## src/sv/timestamp_regression_filter_macros.svh

```systemverilog
// Assertion macros shared by the timestamp regression filter.
// Included by the top level; needs nothing else.
`ifndef TIMESTAMP_REGRESSION_FILTER_MACROS_SVH
`define TIMESTAMP_REGRESSION_FILTER_MACROS_SVH

`define TSF_ASSERT_IMP(label, clk, rst_n, ante, cons) \
    label: assert property (@(posedge clk) disable iff (!rst_n) (ante) |-> (cons)) \
        else $error("same-cycle check failed");

`define TSF_ASSERT_NEXT(label, clk, rst_n, ante, cons) \
    label: assert property (@(posedge clk) disable iff (!rst_n) (ante) |=> (cons)) \
        else $error("next-cycle check failed");

`endif

```

## src/sv/tsf_pkg.sv

```systemverilog
// Shared types and constants of the timestamp regression filter.
// No dependencies.
`default_nettype none

package tsf_pkg;

    localparam int IDX_W         = 32;
    localparam int TS_W          = 48;
    localparam int WLEN_W        = 6;
    localparam int MAXDEV_W      = 32;
    localparam int CFG_ADDR_W    = 4;
    localparam int CFG_DATA_W    = 32;
    localparam int FRACTION_BITS = 20;

    localparam logic [CFG_ADDR_W-1:0] REG_WINDOW_LENGTH = 4'd0;
    localparam logic [CFG_ADDR_W-1:0] REG_MAX_DEVIATION = 4'd1;

    localparam logic [WLEN_W-1:0]   WINDOW_RESET = 6'd20;
    localparam logic [MAXDEV_W-1:0] MAXDEV_RESET = 32'd1 << (FRACTION_BITS - 1);

    typedef struct packed {
        logic [IDX_W-1:0] idx;
        logic [TS_W-1:0]  ts;
    } t_pair;

    typedef struct packed {
        logic clear;
        logic feed;
    } t_acc_ctl;

endpackage

`default_nettype wire

```

## src/sv/tsf_cell.sv

```systemverilog
// One cell of the pair chain: holds an index and a timestamp and loads its
// neighbor's pair when enabled. Depends on tsf_pkg.
`default_nettype none

module tsf_cell import tsf_pkg::*; (
    input  wire   i_clk,
    input  wire   i_en,
    input  t_pair i_pair,
    output t_pair o_pair
);

    t_pair r_pair;

    always_ff @(posedge i_clk) begin
        if (i_en) begin
            r_pair <= i_pair;
        end
    end

    assign o_pair = r_pair;

endmodule

`default_nettype wire

```

## config.mk

```make
export PLATFORM = sky130hd
export DESIGN_NAME = tsf_cell
export DESIGN_NICKNAME = d
export VERILOG_FILES = /design/src/sv/timestamp_regression_filter_macros.svh /design/src/sv/tsf_pkg.sv /design/src/sv/tsf_cell.sv
export SDC_FILE = /design/constraint.sdc
export NUM_CORES = 1
export LEC_CHECK = 0
export BUFFER_PORTS_ARGS = -buffer_cell sky130_fd_sc_hd__buf_2
export CAP_MARGIN = 40
export CORE_ASPECT_RATIO = 1.25
export CORE_UTILIZATION = 40
export CTS_BUF_LIST = sky130_fd_sc_hd__clkbuf_2 sky130_fd_sc_hd__clkbuf_4 sky130_fd_sc_hd__clkbuf_8
export DETAILED_ROUTE_END_ITERATION = 16
export GPL_TIMING_DRIVEN = 0
export PLACE_DENSITY = 0.88
export REMOVE_ABC_BUFFERS = 1
export SLEW_MARGIN = 20
export SYNTH_ARGS = -nofsm -noshare
export SYNTH_HDL_FRONTEND = slang
export SYNTH_SLANG_ARGS = --single-unit
```

## constraint.sdc

```tcl
create_clock -name i_clk -period 0.8 [get_ports i_clk]
set_clock_uncertainty 0.2 [all_clocks]
set_input_delay 0.08 -clock i_clk [delete_from_list [all_inputs] [get_ports i_clk]]
set_output_delay 0.08 -clock i_clk [all_outputs]
set_load 0.03 [all_outputs]
```

# Word-level counts from Yosys, hierarchy flattened
# Index checks and enable logic that the tools add are counted.
dict set report word_totals {
  reg_bits 80
  input_bits 82
  word_cells 2
}

# Longest topological paths before layout
# Gate-level depths: netlist of run 1.
dict set report depth {
  depth_word 0
  depth_mapped 0
  ltp_nobuf 0
}

# Least setup slack after synthesis of run 1
# OpenSTA, ideal clock, no wires.
dict set report synth_timing {
  path_kind {register -> output}
  from {register r_pair (netlist bit o_pair[0])}
  to {output o_pair[0] in the netlist's numbering}
  arrival_time_ns 0.496
  t_required_ns 0.520
  setup_slack_ns 0.024
  path_stages_with_launch 1
  path_cell_list {edfxtp_1}
}
# element line
set synth_rtl {}
lappend synth_rtl {{from (decl)} tsf_cell.sv:12} ;# t_pair r_pair;
lappend synth_rtl {{from (signal assigned)} tsf_cell.sv:16} ;# r_pair <= i_pair;
lappend synth_rtl {{to (decl)} tsf_cell.sv:9} ;# output t_pair o_pair
# No word-level cell between the ends.

# Final worst setup path of run 1
dict set report layout_timing {
  from {register r_pair (netlist bit o_pair[7])}
  to {output o_pair[7] in the netlist's numbering}
}
# No word-level cell between the ends.

==> results.sh, run 1 <==
export IMPL_hp_class="in2reg"
export IMPL_ctsLongestPathBuffers=2
export IMPL_drc=7
export IMPL_maxSlewHeadroom=0.855
export IMPL_clk_pin_slew_ns=0.08
export IMPL_cp_depth=1
export IMPL_setup_viol_count_final=88
export IMPL_multi_input_cells=0
export IMPL_largest_reg_flops=80
export IMPL_ys_warnings_count=0
export IMPL_wl_um=5390
export IMPL_ys_async_sr_fraction=0
export IMPL_ys_seq_area_frac=1.00
export IMPL_pwr_density_cell_nw_per_um2=2350
export IMPL_ys_top_cells_by_area="edfxtp_1 100%"
export IMPL_synth_top_area_frac=1.00
export IMPL_multiInputGateArea_um2=0
export IMPL_crit_type="reg2out"
export IMPL_final_setup_tns_ns=-28.57
export IMPL_crit_path_max_fanout=1
export IMPL_grt_max_degree=42
export IMPL_ir_drop_mv=2.10
export IMPL_worstPathArrival_ns=0.93
export IMPL_postCtsSetupBuffers=0
export IMPL_ant_nets=0
export IMPL_cpPeakStageDelay_ns=0.43
export IMPL_overflow=0
export IMPL_maxCapViolCount=0
export IMPL_tightest_slew_ns=0.217
export IMPL_max_freq_ghz=0.829
export IMPL_cp_data_required_time_ns=0.52
export IMPL_synth_seq_cells=80
export IMPL_core_area_um2=5780
export IMPL_syn_inst=80
export IMPL_antenna_found_initial=0
export IMPL_period_needed_ns=1.21
export IMPL_drive_gt1_frac=0.668
export IMPL_vias=1494
export IMPL_worst_path_buf_inv=1
export IMPL_initial_core_util=0.416
export IMPL_hold_slack_ns=-0.287
export IMPL_failed_checks="design-rule violations, negative hold slack, negative setup slack"
export IMPL_cp_slowest_cell="edfxtp_1"
export IMPL_portBuffers=161
export IMPL_crit_path_end_kind="output port"
export IMPL_drtIter0Drc=59
export IMPL_yosys_area_top_type="edfxtp_1"
export IMPL_status="complete, but fails checks"
export IMPL_die_area_um2=6320
export IMPL_worst_setup_path_start_kind="flip-flop"
export IMPL_grt_pass1_wl_um=7040
export IMPL_rsz0062_at_grt="yes"
export IMPL_first_global_vias=1432
export IMPL_slew_viol_final=0
export IMPL_die_width_um=71.3
export IMPL_yosysMostFrequentCell="edfxtp_1"
export IMPL_gp_congestion=0.703
export IMPL_rows=31
export IMPL_diodes=0
export IMPL_synthFlopType="edfxtp_1"
export IMPL_finalHoldViolations=111
export IMPL_syn_avg_cell_area_um2=30.0
export IMPL_holdPathStages=1
export IMPL_synth_cell_types=1
export IMPL_netlist_area_um2=2400
export IMPL_area_growth_pct=70.8
export IMPL_detail_route_wl_per_cell_um=16.3
export IMPL_via_per_inst=4.51
export IMPL_tritoncts="yes"
export IMPL_crit_chain="buf_6"
export IMPL_grt_usage=0.161
export IMPL_ys_top_cells_by_count="80 x edfxtp_1"
export IMPL_worst_slack_ns=-0.406
export IMPL_p_leak_nw=1.73
export IMPL_drt_pre_antenna_iters=10
export IMPL_dp_worst_setup_slack_ns=-0.543
export IMPL_synth_edff_count=80
export IMPL_cts_sinks=80
export IMPL_nets=343
export IMPL_htreeDepth=3
export IMPL_cts_root_buf="clkbuf_8"
export IMPL_fill_cells=372
export IMPL_die_h_um=88.6
export IMPL_min_period_over_period=1.51
export IMPL_ios=162
export IMPL_crit_family="flip-flops"
export IMPL_numCtsBuffers=9
==> layout by cell type, fill, tap and decap left out, types with 2 or more instances in the layout <==
cell,count
buf_2,80
edfxtp_1,80
buf_6,80
clkbuf_8,9
dlygate4sd3_1,8
clkinvlp_4,2
==> path summary, 6_finish.rpt <==
path	from	to	slack (ns)
min	i_pair[23]	o_pair[23]	-0.29
max	o_pair[7]	o_pair[7]	-0.41
==> layer usage <==
layer | track usage | wire [um] | up-vias
met3 | 0.0695 | 372 | 16
met2 | 0.301 | 3320 | 77
met5 | 0 | 0 | -
met1 | 0.140 | 1480 | 714
li1 | - | - | 687
met4 | 0.0982 | 209 | 0
==> through the flow <==
| step | instance area [um2] | instances | hold slack [ns] | power, mW | utilization |
|---|---|---|---|---|---|
| after floorplan | 2400 | 80 | -0.0211 | 5.84 | - |
| after global placement | 3290 | 307 | 0.0567 | 6.37 | 0.569 |
| after detailed placement | 3310 | 308 | 0.0581 | 6.41 | 0.573 |
| after CTS | 4020 | 323 | -0.302 | 9.65 | 0.695 |
| after global routing | 4100 | 331 | -0.309 | 9.95 | 0.710 |
| final | 4100 | 331 | -0.287 | 9.63 | 0.710 |
==> power breakdown <==
| group | switching (mW) | internal [mW] |
|---|---|---|
| combinational | 0.921 | 0.760 |
| clock | 1.34 | 1.46 |
| sequential | 0.157 | 4.99 |
==> layout make-up <==
| class | count | area [um2] | area share |
|---|---|---|---|
| clock buffers | 10 | 131 | 0.0320 |
| flip-flops and latches | 80 | 2400 | 0.585 |
| well taps | 66 | 82.6 | 0.0201 |
| clock inverters | 5 | 58.8 | 0.0143 |
| repair buffers | 170 | 1430 | 0.348 |
==> kinds of logic after synthesis <==
logic type and synth area share:
DFF 1.00
==> what timing repair did <==
action	4_1_cts	5_1_grt
endpoints found under the setup margin	121	93
hold endpoints to repair	119	119
resized for setup	163	1
No activity file was read; power rests on OpenSTA's default activity.
==> run 2: changes to the inputs <==
CTS_CLUSTER_SIZE = 30   (was default)
RECOVER_POWER = 100   (was default)
==> run 2 against run 1 <==
The run still ends with design-rule violations, negative hold slack, negative setup slack left. Largest power group unchanged. Critical path depth unchanged. Largest cell class unchanged. Sequential cell count is the same. Sequential power about the same. First-iteration DRC count increased by 24%. Routed wire length grew 0.35%. Combinational power hardly changed.
==> results.sh, run 2 (synthesized netlist as in run 1, its figures left out) <==
export IMPL_htreeDepth=3
export IMPL_antenna_found_initial=0
export IMPL_drt_pre_antenna_iters=10
export IMPL_tightest_slew_ns=0.507
export IMPL_rows=31
export IMPL_cp_slowest_cell="edfxtp_1"
export IMPL_failed_checks="design-rule violations, negative hold slack, negative setup slack"
export IMPL_wl_um=5410
export IMPL_status="complete, but fails checks"
export IMPL_max_freq_ghz=0.829
export IMPL_grt_max_degree=42
export IMPL_multi_input_cells=0
export IMPL_first_global_vias=1432
export IMPL_p_clk_frac=0.291
export IMPL_hp_class="in2reg"
export IMPL_nets=343
export IMPL_maxCapViolCount=0
export IMPL_gp_congestion=0.703
export IMPL_finalHoldViolations=72
export IMPL_internal_power_mw=7.20
export IMPL_fill_cells=372
export IMPL_ir_drop_mv=2.10
export IMPL_largest_reg_flops=80
export IMPL_drtIter0Drc=73
export IMPL_vias=1489
export IMPL_period_needed_ns=1.21
export IMPL_hold_slack_ns=-0.287
export IMPL_cp_data_required_time_ns=0.52
export IMPL_grt_usage=0.161
export IMPL_place_inst=308
export IMPL_worst_path_buf_inv=1
export IMPL_die_h_um=88.6
export IMPL_ctsLongestPathBuffers=2
export IMPL_crit_chain="buf_6"
export IMPL_ant_nets=0
export IMPL_via_per_inst=4.50
export IMPL_crit_type="reg2out"
export IMPL_overflow=0
export IMPL_comb_power_share=0.174
export IMPL_multiInputGateArea_um2=0
export IMPL_fin_util=0.708
export IMPL_core_area_um2=5780
export IMPL_numCtsBuffers=9
export IMPL_p_leak_nw=1.72
export IMPL_grt_pass1_wl_um=7040
export IMPL_drc=7
export IMPL_crit_family="flip-flops"
export IMPL_setup_viol_count_final=129
export IMPL_pwr_density_cell_nw_per_um2=2350
export IMPL_crit_path_max_fanout=1
export IMPL_switching_share=0.252
export IMPL_cts_root_buf="clkbuf_8"
export IMPL_area_growth_pct=70.3
export IMPL_switching_power_mw=2.42
export IMPL_min_period_over_period=1.51
export IMPL_final_cells=331
export IMPL_slew_viol_final=0
export IMPL_worst_slack_ns=-0.407
export IMPL_cts_sinks=80
export IMPL_initial_core_util=0.416
export IMPL_diodes=0
export IMPL_detail_route_wl_per_cell_um=16.3
export IMPL_die_area_um2=6320
export IMPL_rsz0062_at_grt="yes"
export IMPL_tritoncts="yes"
export IMPL_final_setup_tns_ns=-34.83
export IMPL_p_total_mw=9.62
export IMPL_cpPeakStageDelay_ns=0.43
export IMPL_clk_pin_slew_ns=0.08
export IMPL_worstPathArrival_ns=0.93
export IMPL_worst_setup_path_start_kind="flip-flop"
export IMPL_drive_gt1_frac=0.668
export IMPL_postCtsSetupBuffers=0
export IMPL_die_width_um=71.3
export IMPL_crit_path_end_kind="output port"
export IMPL_maxSlewHeadroom=0.662
export IMPL_ios=162
export IMPL_pwr_share_seq=0.535
export IMPL_portBuffers=161
export IMPL_mostFrequentLayoutCells="80 x buf_2, 80 x edfxtp_1, 80 x buf_6"
run 2: cell counts in the layout (fill, tap and decap cells not counted):
No cell type changed its count.
run 2: area by class of cell:
cell class,count,area [um2],area share
Clock buffer,10,131,0.0321
Clock inverter,5,58.8,0.0144
Sequential cell,80,2400,0.587
Tap cell,66,82.6,0.0202
Timing Repair Buffer,170,1420,0.346
run 2: metrics by stage:
step	instance area [um2]	hold WS (ns)	setup slack, ns
floorplan	2400	-0.0211	0.0244
global placement	3290	0.0567	-1.08
detailed placement	3310	0.0581	-0.543
CTS	4020	-0.302	-0.406
global route	4090	-0.309	-0.443
finish	4090	-0.287	-0.407
run 2: power groups by stage:
stage / Combinational [mW] / Sequential [mW] / Clock, mW
6_report: 1.67 / 5.14 / 2.80
3_5_place_dp: 1.26 / 5.15 / 0
3_3_place_gp: 1.23 / 5.14 / 0
4_1_cts: 1.64 / 5.14 / 2.86
2_1_floorplan: 0 / 5.84 / 0
5_1_grt: 1.73 / 5.17 / 3.05
run 2: path summary, 6_finish.rpt:
path        from          to  slack [ns]  cells past startpoint
min   i_pair[23]  o_pair[23]       -0.29                      1
max    o_pair[7]   o_pair[7]       -0.41                      1
run 2: metal layers:
layer,share of wire,vias up,track usage
met5,0,-,0
met4,0.039,0,0.0982
met3,0.069,16,0.0695
met2,0.62,77,0.301
met1,0.28,710,0.140
li1,-,686,-
run 2: what timing repair did:
item	4_1_cts	5_1_grt
pin swaps	0	0
endpoints found under the setup margin	121	93
endpoints found under the hold margin	119	119
resized for setup	163	1
