===== src/sv/timestamp_regression_filter_macros.svh =====
// Assertion macros shared by the timestamp regression filter.
// Included by the top level; needs nothing else.
`ifndef TIMESTAMP_REGRESSION_FILTER_MACROS_SVH
`define TIMESTAMP_REGRESSION_FILTER_MACROS_SVH

`define TSF_ASSERT_IMP(label, clk, rst_n, ante, cons) \
    label: assert property (@(posedge clk) disable iff (!rst_n) (ante) |-> (cons)) \
        else $error("same-cycle check failed");

`define TSF_ASSERT_NEXT(label, clk, rst_n, ante, cons) \
    label: assert property (@(posedge clk) disable iff (!rst_n) (ante) |=> (cons)) \
        else $error("next-cycle check failed");

`endif


===== src/sv/tsf_pkg.sv =====
// Shared types and constants of the timestamp regression filter.
// No dependencies.
`default_nettype none

package tsf_pkg;

    localparam int IDX_W         = 32;
    localparam int TS_W          = 48;
    localparam int WLEN_W        = 6;
    localparam int MAXDEV_W      = 32;
    localparam int CFG_ADDR_W    = 4;
    localparam int CFG_DATA_W    = 32;
    localparam int FRACTION_BITS = 20;

    localparam logic [CFG_ADDR_W-1:0] REG_WINDOW_LENGTH = 4'd0;
    localparam logic [CFG_ADDR_W-1:0] REG_MAX_DEVIATION = 4'd1;

    localparam logic [WLEN_W-1:0]   WINDOW_RESET = 6'd20;
    localparam logic [MAXDEV_W-1:0] MAXDEV_RESET = 32'd1 << (FRACTION_BITS - 1);

    typedef struct packed {
        logic [IDX_W-1:0] idx;
        logic [TS_W-1:0]  ts;
    } t_pair;

    typedef struct packed {
        logic clear;
        logic feed;
    } t_acc_ctl;

endpackage

`default_nettype wire


===== src/sv/tsf_div.sv =====
// Restoring divider for the rounded fit: a range check that flags a quotient
// of 2^48 or more, then one quotient bit per cycle. Depends on tsf_pkg.
`default_nettype none

module tsf_div import tsf_pkg::*; #(
    parameter int W  = 136,
    parameter int RW = 84
) (
    input  wire             i_clk,
    input  wire             i_rst_n,
    input  wire             i_start,
    input  wire [W-1:0]     i_top,
    input  wire [RW-1:0]    i_bot,
    output logic            o_done,
    output logic            o_sat,
    output logic [TS_W-1:0] o_quot
);

    localparam int CW = $clog2(TS_W);

    logic            r_busy;
    logic            r_done;
    logic [CW-1:0]   r_cnt;
    logic            r_sat;
    logic [RW-1:0]   r_rem;
    logic [TS_W-1:0] r_low;
    logic [TS_W-1:0] r_quot;
    logic [RW-1:0]   r_bot;

    logic [W-1:0]  w_lim;
    logic          w_over;
    logic [RW:0]   w_sh;
    logic          w_ge;
    logic [RW:0]   w_diff;

    assign w_lim  = {{(W-RW-TS_W){1'b0}}, i_bot, {TS_W{1'b0}}};
    assign w_over = i_top >= w_lim;
    assign w_sh   = {r_rem, r_low[TS_W-1]};
    assign w_ge   = w_sh >= {1'b0, r_bot};
    assign w_diff = w_sh - {1'b0, r_bot};

    always_ff @(posedge i_clk) begin
        if (!i_rst_n) begin
            r_busy <= 1'b0;
            r_done <= 1'b0;
            r_cnt  <= '0;
        end else begin
            r_done <= 1'b0;
            if (i_start) begin
                r_cnt <= '0;
                if (w_over) begin
                    r_done <= 1'b1;
                end else begin
                    r_busy <= 1'b1;
                end
            end else if (r_busy) begin
                r_cnt <= r_cnt + CW'(1);
                if (r_cnt == CW'(TS_W - 1)) begin
                    r_busy <= 1'b0;
                    r_done <= 1'b1;
                end
            end
        end
    end

    always_ff @(posedge i_clk) begin
        if (i_start) begin
            r_sat  <= w_over;
            r_rem  <= i_top[TS_W+RW-1:TS_W];
            r_low  <= i_top[TS_W-1:0];
            r_bot  <= i_bot;
            r_quot <= '0;
        end else if (r_busy) begin
            r_rem  <= w_ge ? w_diff[RW-1:0] : w_sh[RW-1:0];
            r_low  <= {r_low[TS_W-2:0], 1'b0};
            r_quot <= {r_quot[TS_W-2:0], w_ge};
        end
    end

    assign o_done = r_done;
    assign o_sat  = r_sat;
    assign o_quot = r_quot;

endmodule

`default_nettype wire


===== config.mk =====
export PLATFORM = sky130hd
export DESIGN_NAME = tsf_div
export DESIGN_NICKNAME = d
export VERILOG_FILES = /design/src/sv/timestamp_regression_filter_macros.svh /design/src/sv/tsf_pkg.sv /design/src/sv/tsf_div.sv
export SDC_FILE = /design/constraint.sdc
export NUM_CORES = 1
export LEC_CHECK = 0
export BUFFER_PORTS_ARGS = -buffer_cell sky130_fd_sc_hd__buf_2
export CAP_MARGIN = 20
export CORE_MARGIN = 3
export CORE_UTILIZATION = 50
export CTS_CLUSTER_SIZE = 10
export DETAILED_ROUTE_END_ITERATION = 12
export GPL_TIMING_DRIVEN = 0
export PLACE_DENSITY = 0.74
export SKIP_CTS_REPAIR_TIMING = 1
export SYNTH_ARGS = -nofsm -noshare
export SYNTH_HDL_FRONTEND = slang
export SYNTH_SLANG_ARGS = --single-unit

===== constraint.sdc =====
create_clock -name i_clk -period 3.25 [get_ports i_clk]
set_input_delay 0.1625 -clock i_clk [delete_from_list [all_inputs] [get_ports i_clk]]
set_output_delay 0.1625 -clock i_clk [all_outputs]
set_load 0.01 [all_outputs]

=== Word-level counts from Yosys, hierarchy flattened ===
Index checks and enable logic that the tools add are counted.

* $add $sub $neg: 2
* $lt $le $gt $ge: 2
* Equal/unequal tests: 2
* Multiplexer cells: 13
* Bitwise logic cells: 1
* Reduce and logical (&&, ||, !) cells: 2

{| class="wikitable"
|+ Operator list
! kind !! number
|-
| $mux 84 || 3
|-
| $ge 136x132->1 || 1
|-
| $mux 48 || 2
|-
| $ge 85x84->1 || 1
|-
| $sub 84x84->84 || 1
|-
| $mux 1 || 8
|-
| $add 6x1->6 const B || 1
|-
| $eq 6x6->1 const B || 1
|-
| $ne 2x2->1 const B || 1
|-
| $reduce_bool 2->1 || 1
|-
| $reduce_or 2->1 || 1
|-
| $not 1->1 || 1
|}

* Flip-flop bits (word level): 273
* Bits of input ports: 223
* Word-level logic and storage cells: 30

=== Longest topological paths before layout ===
Gate-level depths: netlist of run 1.

* Depth after elaboration: 4
* Mapped depth: 17
* Gate-level depth less buffers: 15

=== Worst setup path after synthesis of run 1 ===
No wires, ideal clock.

* Kind: register to register
* Start: register r_rem[53]
* End: register r_rem[71] (data pin)
* Arrival: 3.183 ns
* Data required time: 2.990 ns
* Slack: -0.192 ns
* Stages on the path, launching flop included: 15
* Buffers on the path: 3
* Clock period less this slack: 3.442 ns
* Cell sequence: edfxtp_1 -> ha_1 -> buf_2 -> nand4_1 -> or3_1 -> nor2_1 -> nand4_1 -> or4_1 -> o21ai_2 -> o21bai_1 -> o41ai_2 -> buf_6 -> buf_6 -> a221o_1 -> mux2_2

* Cells in the longest elaborated chain, start to end: 4

{| class="wikitable"
|+ Ends and longest elaborated chain
! item !! RTL line !! text
|-
| from (decl) || tsf_div.sv:25 || <nowiki>logic [RW-1:0] r_rem;</nowiki>
|-
| from (signal assigned) || tsf_div.sv:69 || <nowiki>r_rem <= i_top[TS_W+RW-1:TS_W];</nowiki>
|-
| from (signal assigned) || tsf_div.sv:74 || <nowiki>r_rem <= w_ge ? w_diff[RW-1:0] : w_sh[RW-1:0];</nowiki>
|-
| $sub 84x84->84 or $ge 85x84->1 (tied branches) || tsf_div.sv:40, tsf_div.sv:39 ||
|-
| $mux 84 (*) || tsf_div.sv:74 ||
|-
| $mux 84 (*) || tsf_div.sv:73 || <nowiki>end else if (r_busy) begin</nowiki>
|-
| $mux 84 (*) || tsf_div.sv:67 || <nowiki>if (i_start) begin</nowiki>
|}

Mark *: on every way between the ends. The rest lies on a longest branch, timed or not. The select of a mux whose other input is x is not followed.
A chain may end at the register's enable or synchronous reset.

=== Worst setup path in the final report of run 1 ===
* Start: register r_rem[59]
* End: register r_rem[71] (data pin)

The elaborated chain is that of the path after synthesis.

==> flow_metrics.env, run 1 <==
export IMPL_status="finished with violations"
export IMPL_violations="negative hold slack, negative setup slack"
export IMPL_antenna_left=0
export IMPL_critPathLaunchType="flip-flop"
export IMPL_port_buffers=272
export IMPL_grt_pass1_wl_mm=90.36
export IMPL_routed_via_density=5.815
export IMPL_fin_ws_ns=-0.6372
export IMPL_num_rows=70
export IMPL_worstPathMaxFanout=8
export IMPL_final_util_pct=69.98
export IMPL_cp_required_ns=3.55
export IMPL_grt_use_met3_pct=5.529
export IMPL_hold_depth=3
export IMPL_p_leak_nw=11.24
export IMPL_fin_area_mm2=0.02592
export IMPL_grt_overflow=0
export IMPL_vias=17930
export IMPL_cts_buffers=34
export IMPL_grt_pass1_vias=16580
export IMPL_dr_pass1_iters=5
export IMPL_yosysTopAreaCell="edfxtp_1"
export IMPL_core_mm2=0.03705
export IMPL_clk_latency_ns=0.57
export IMPL_maxCapViolCount=0
export IMPL_synthesis_nets=2415
export IMPL_synth_warnings=0
export IMPL_cts_tree="yes"
export IMPL_path_class="flip-flop to flip-flop"
export IMPL_die_w_um=200.9
export IMPL_fillerInstances=2693
export IMPL_grt_use_total_pct=27.92
export IMPL_cp_arrival_ns=4.19
export IMPL_synth_common_cells="232 x inv_1, 217 x edfxtp_1, 176 x a21oi_1, 169 x ha_1, 160 x nor2_1"
export IMPL_synth_area_leaders="edfxtp_1 34%, ha_1 11%, dfxtp_1 5.9%"
export IMPL_avgSynthCellArea_um2=9.388
export IMPL_grt_use_met2_pct=47.52
export IMPL_hold_viol=7
export IMPL_busiest_layer="met2"
export IMPL_max_freq_ghz=0.2573
export IMPL_initial_utilization_pct=51.24
export IMPL_rsz0062_at_grt="yes"
export IMPL_dp_slack_ns=-1.322
export IMPL_drive_gt1_share_pct=25.74
export IMPL_finalCriticalPeriod_ns=3.887
export IMPL_fin_setup_tns_ns=-43.06
export IMPL_placed_cells=2801
export IMPL_ys_flop_type="edfxtp_1"
export IMPL_h_tree_depth=2
export IMPL_clk_pin_slew_ns=0.06
export IMPL_period_share_pct=119.6
export IMPL_dp_hpwl_mm=45.55
export IMPL_cts_sinks=273
export IMPL_synth_cells=2022
export IMPL_antenna_found_initial=3
export IMPL_synth_top_area_share_pct=34.33
export IMPL_yosysMostFrequentCell="inv_1"
export IMPL_clockBufferDepth=3
export IMPL_post_drt_wl_per_cell_um=21.42
export IMPL_endpoint_kind="flip-flop"
export IMPL_slew_headroom_pct=19.33
export IMPL_place_area_mm2=0.02110
export IMPL_die_y_um=200.9
export IMPL_nets=2953
export IMPL_ios=273
export IMPL_synth_seq_cells=273
export IMPL_root_buffer="clkbuf_16"
export IMPL_setup_viol=97
export IMPL_drc=0
export IMPL_ys_types=69
export IMPL_grt_max_degree=67
export IMPL_gp_congestion=0.9554
export IMPL_synth_edf_count=217
export IMPL_drt_iter0_drc=1432
export IMPL_synth_yosys_seq_area_share_pct=40.23
export IMPL_p_per_area_mw_per_mm2=574.1
export IMPL_async_flop_share_pct=0
export IMPL_area_growth_pct=36.57
export IMPL_routed_wl_mm=66.06
export IMPL_hp_class="input port to flip-flop"
export IMPL_fin_cells=3084
export IMPL_rr_worst_depth=15
export IMPL_ir_drop_mv=0.3911
export IMPL_finalClockSkew_ns=0.02801
export IMPL_dieArea_mm2=0.04034
export IMPL_netlist_area_mm2=0.01898
export IMPL_fin_hold_ws_ns=-0.009319
export IMPL_power_mw=14.88
export IMPL_grt_util_met1_pct=36.02
export IMPL_tightest_slew_ns=1.210
export IMPL_maxSlewViolCount=0
==> layout make-up <==
class                           instances  area, um^2  share of cell area [%]
Inverter                              232       870.8                   3.359
Buffer                                 72       579.3                   2.235
Sequential cell                       273        7637                   29.46
Clock inverter                          7       80.08                  0.3089
Clock buffer                           45       892.1                   3.441
Timing Repair Buffer                  526        4045                   15.60
Tap cell                              504       630.6                   2.432
Antenna cell                            4       10.01                 0.03861
Multi-Input combinational cell       1421       11180                   43.12
==> registers in the layout (all words and copies together) (netlist names) <==
name,count
r_cnt,6
r_rem,84
o_done,1
r_busy,1
r_low,48
r_bot,84
o_quot,48
o_sat,1
==> report_power, final <==
group	internal (mW)	total, mW	switching (mW)
clock network	1.94	3.48	1.54
logic	3.15	6.94	3.79
registers	4.25	4.46	0.218
total	9.34	14.9	5.55
==> worst max-delay path: stages (launching register included) <==
cell and delay (ns):
edfxtp_1 0.39, ha_1 0.30, buf_4 0.15, nand4_1 0.18, or3_4 0.39, nor2_4 0.10
nand4_1 0.15, or4_1 0.45, o21ai_2 0.16, o21bai_4 0.14, o41ai_2 0.08, buf_4 0.17
buf_12 0.14, clkbuf_16 0.17, a221o_1 0.37, mux2_4 0.28
==> final timing paths <==
path              slack [ns]               endpoint                  start
hold / removal        -0.009     r_rem[6]$_DFFE_PP_              i_top[54]
setup reg to reg       -0.64    r_rem[71]$_DFFE_PP_    r_rem[59]$_DFFE_PP_
setup / recovery       -0.64    r_rem[71]$_DFFE_PP_    r_rem[59]$_DFFE_PP_
hold reg to reg         0.50  r_cnt[5]$_SDFFE_PP0P_  r_cnt[5]$_SDFFE_PP0P_
==> kinds of logic (layout without fill, tap and decap cells) <==
kind of cell / after synthesis / count (layout) / synth area share (%)
DFF: 273 / 273 / 40.23
muxes: 141 / 141 / 8.008
buffers and inverters: 328 / 882 / 6.677
AOI/OAI and AO/OA: 547 / 547 / 18.01
other: 0 / 4 / 0
adders and majority gates: 170 / 170 / 11.24
and+or+nand+nor: 485 / 485 / 12.23
xor gates and xnor gates: 78 / 78 / 3.599
==> placed cells by master (no fill, tap or decap), types with 27 or more instances in the layout <==
master / instances
mux2i_1: 53
a21o_1: 87
buf_2: 271
clkbuf_1: 58
buf_4: 45
mux2_2: 72
clkbuf_16: 44
edfxtp_1: 217
o21bai_1: 27
dlygate4sd3_1: 188
nand4_1: 67
nand2_1: 117
xor2_1: 30
a21oi_1: 161
a211oi_2: 37
inv_1: 232
o21ai_1: 35
nor2_1: 137
dfxtp_1: 56
o21ai_0: 71
xnor2_1: 47
ha_1: 143
==> routing by layer <==
metal	up-vias	part of all wire [%]
li1	8401	-
met3	133	6.1
met1	8701	42
met2	698	48
met5	-	0
met4	0	3.7
Note: power is estimated with default switching activity, not from simulation.
==> run 2: changes to the inputs <==
- ABC_AREA: not set -> 1
- PLACE_DENSITY: 0.74 -> 0.73
==> flow_metrics.env, run 2 <==
export IMPL_multiInputGateArea_mm2=0.01141
export IMPL_cp_required_ns=3.57
export IMPL_clk_pin_slew_ns=0.06
export IMPL_tightest_slew_ns=0.8368
export IMPL_grt_use_total_pct=31.22
export IMPL_placed_cells=4214
export IMPL_period_share_pct=97.73
export IMPL_crit_path_cell_trace="ha_1, a21oi_1, o21ai_0, nand2_1, nand2_1, a21oi_1, nand2_1, nor2_2, buf_6, buf_2, nand3b_1, nand3_1, nand2_1"
export IMPL_finalCriticalPeriod_ns=3.176
export IMPL_area_growth_pct=24.06
export IMPL_ys_types=36
export IMPL_cp_num_buf_inv=2
export IMPL_h_tree_depth=2
export IMPL_dp_hpwl_mm=61.36
export IMPL_initial_utilization_pct=50.98
export IMPL_antenna_left=0
export IMPL_nets=4264
export IMPL_routed_wl_mm=79.76
export IMPL_r2r_slack_ns=0.07
export IMPL_port_buffers=272
export IMPL_p_per_area_mw_per_mm2=475.0
export IMPL_n_antenna_cell=0
export IMPL_clockBufferDepth=3
export IMPL_cp_common_cell="nand2_1"
export IMPL_grt_max_degree=86
export IMPL_grt_overflow=0
export IMPL_root_buffer="clkbuf_16"
export IMPL_dp_slack_ns=-0.7568
export IMPL_maxCapViolCount=0
export IMPL_fin_hold_ws_ns=-0.03535
export IMPL_hp_class="input port to flip-flop"
export IMPL_violations="negative hold slack"
export IMPL_async_flop_share_pct=0
export IMPL_p_leak_nw=14.61
export IMPL_synthesis_nets=3747
export IMPL_routed_top_layer="met5"
export IMPL_fin_cells=4469
export IMPL_num_rows=76
export IMPL_ir_drop_mv=0.4183
export IMPL_cpMaxStageDelayCell="edfxtp_1"
export IMPL_synth_edf_count=217
export IMPL_synth_top_area_share_pct=29.48
export IMPL_core_mm2=0.04336
export IMPL_top_regs="r_bot: 84 flops, r_rem: 84 flops"
export IMPL_path_class="flip-flop to flip-flop"
export IMPL_ys_flop_type="edfxtp_1"
export IMPL_power_mw=13.03
export IMPL_die_y_um=216.3
export IMPL_wl_met3_mm=6.583
export IMPL_synth_common_cells="1270 x nand2_1, 724 x inv_1, 224 x nor2_1, 217 x edfxtp_1, 176 x nand3_1"
export IMPL_yosysMostFrequentCell="nand2_1"
export IMPL_wl_met2_mm=36.42
export IMPL_synth_area_leaders="edfxtp_1 29%, nand2_1 22%, inv_1 12%"
export IMPL_cts_tree="yes"
export IMPL_netlist_area_mm2=0.02210
export IMPL_yosysTopAreaCell="edfxtp_1"
export IMPL_seq_area_mm2=0.007637
export IMPL_status="finished with violations"
export IMPL_hold_viol=6
export IMPL_dieArea_mm2=0.04677
export IMPL_endpoint_kind="flip-flop"
export IMPL_ios=273
export IMPL_finalClockSkew_ns=0.02746
export IMPL_wl_met1_mm=34.39
export IMPL_vias=22800
export IMPL_avgSynthCellArea_um2=6.591
export IMPL_cp_slowest_stage_delay_ns=0.39
export IMPL_drt_iter0_drc=1997
export IMPL_critPathLaunchType="flip-flop"
export IMPL_synth_seq_cells=273
export IMPL_synth_cells=3354
export IMPL_fin_ws_ns=0.07363
export IMPL_path_delay_family="simple AND/OR/NAND/NOR gates"
export IMPL_setup_viol=0
export IMPL_clk_latency_ns=0.58
export IMPL_max_freq_ghz=0.3148
export IMPL_drc=0
export IMPL_maxSlewViolCount=0
export IMPL_post_drt_wl_per_cell_um=17.85
export IMPL_cp_arrival_ns=3.50
export IMPL_synth_yosys_seq_area_share_pct=34.55
export IMPL_synth_warnings=0
export IMPL_worstPathMaxFanout=10
export IMPL_layout_commonest_cell="nand2_1"
export IMPL_gp_congestion=1.014
export IMPL_antenna_found_initial=1
export IMPL_dr_pass1_iters=5
export IMPL_cts_sinks=273
export IMPL_cts_buffers=34
export IMPL_grt_pass1_vias=20730
export IMPL_die_w_um=216.3
export IMPL_routed_via_density=5.101
export IMPL_slew_headroom_pct=44.21
export IMPL_fillerInstances=4102
export IMPL_final_cell_mix="1269 x nand2_1, 724 x inv_1, 285 x buf_2"
export IMPL_drive_gt1_share_pct=10.32
export IMPL_grt_pass1_wl_mm=113.2
## run 2: cell types whose count changed after synthesis, moves of 41 or more
| cell | delta |
|---|---|
| a211oi_1 | -41 |
| a21o_1 | -87 |
| a21oi_1 | -62 |
| clkbuf_1 | -42 |
| inv_1 | +492 |
| mux2_2 | -84 |
| mux2i_1 | -54 |
| nand2_1 | +1141 |
| nand3_1 | +156 |
| nand3b_1 | +68 |
| nand4_1 | -46 |
| nor2_1 | +64 |
| o21ai_0 | -62 |
| o22ai_1 | +45 |
## run 2: logic make-up after synthesis
| group | count (synthesis) | share of synthesized area, % |
|---|---|---|
| AO/OA/AOI/OAI | 238 | 5.921 |
| XOR/XNOR | 46 | 1.823 |
| adder cells (fa/ha/maj) | 170 | 9.656 |
| buffers and inverters | 809 | 14.12 |
| flip-flops | 273 | 34.55 |
| AND/OR/NAND/NOR | 1818 | 33.93 |
## run 2: layout make-up
class | instances | area share, %
inverter | 742 | 10.16
timing repair buffer | 482 | 12.78
tap | 585 | 2.669
clock buffer | 43 | 3.226
clock inverter | 6 | 0.3559
sequential | 273 | 27.85
multi-input combinational | 2272 | 41.62
buffer | 66 | 1.341
## run 2: final timing paths
kind / cells past startpoint / to / start
max reg2reg: 13 / r_rem[64]$_DFFE_PP_ / r_rem[79]$_DFFE_PP_
max: 13 / r_rem[64]$_DFFE_PP_ / r_rem[79]$_DFFE_PP_
min reg2reg: 2 / r_cnt[1]$_SDFFE_PP0P_ / r_cnt[1]$_SDFFE_PP0P_
min: 3 / r_low[38]$_DFFE_PP_ / i_top[38]
## run 2: worst reg2reg max path, delay by kind of cell (launching register included)
family                     cells  cell delay (ns)
and+or+nand+nor                7             0.88
AOI/OAI and AO/OA              3             0.69
buffers and inverters          2             0.58
DFF                            1             0.39
adders and majority gates      1             0.39
## run 2: metal layers
metal / global-route usage, % / vias up
li1: - / 11350
met1: 43.70 / 10360
met2: 49.59 / 955
met3: 5.749 / 126
met4: 9.105 / 2
met5: 0 / -
## run 2: stage by stage
step | setup TNS (ns) | utilization, % | instance area, um^2
after floorplan | 0 | - | 22110
after global placement | -511.78 | 55.81 | 24200
after detailed placement | -56.43 | 56.00 | 24280
after CTS | -0.2158 | 58.26 | 25260
after global routing | -0.03359 | 63.24 | 27420
final | 0 | 63.24 | 27420
## run 2: power by group
| group | internal [mW] | switching (mW) |
|---|---|---|
| combinational | 1.81 | 3.36 |
| clock | 2.01 | 1.55 |
| sequential | 4.16 | 0.129 |
| total | 7.98 | 5.05 |
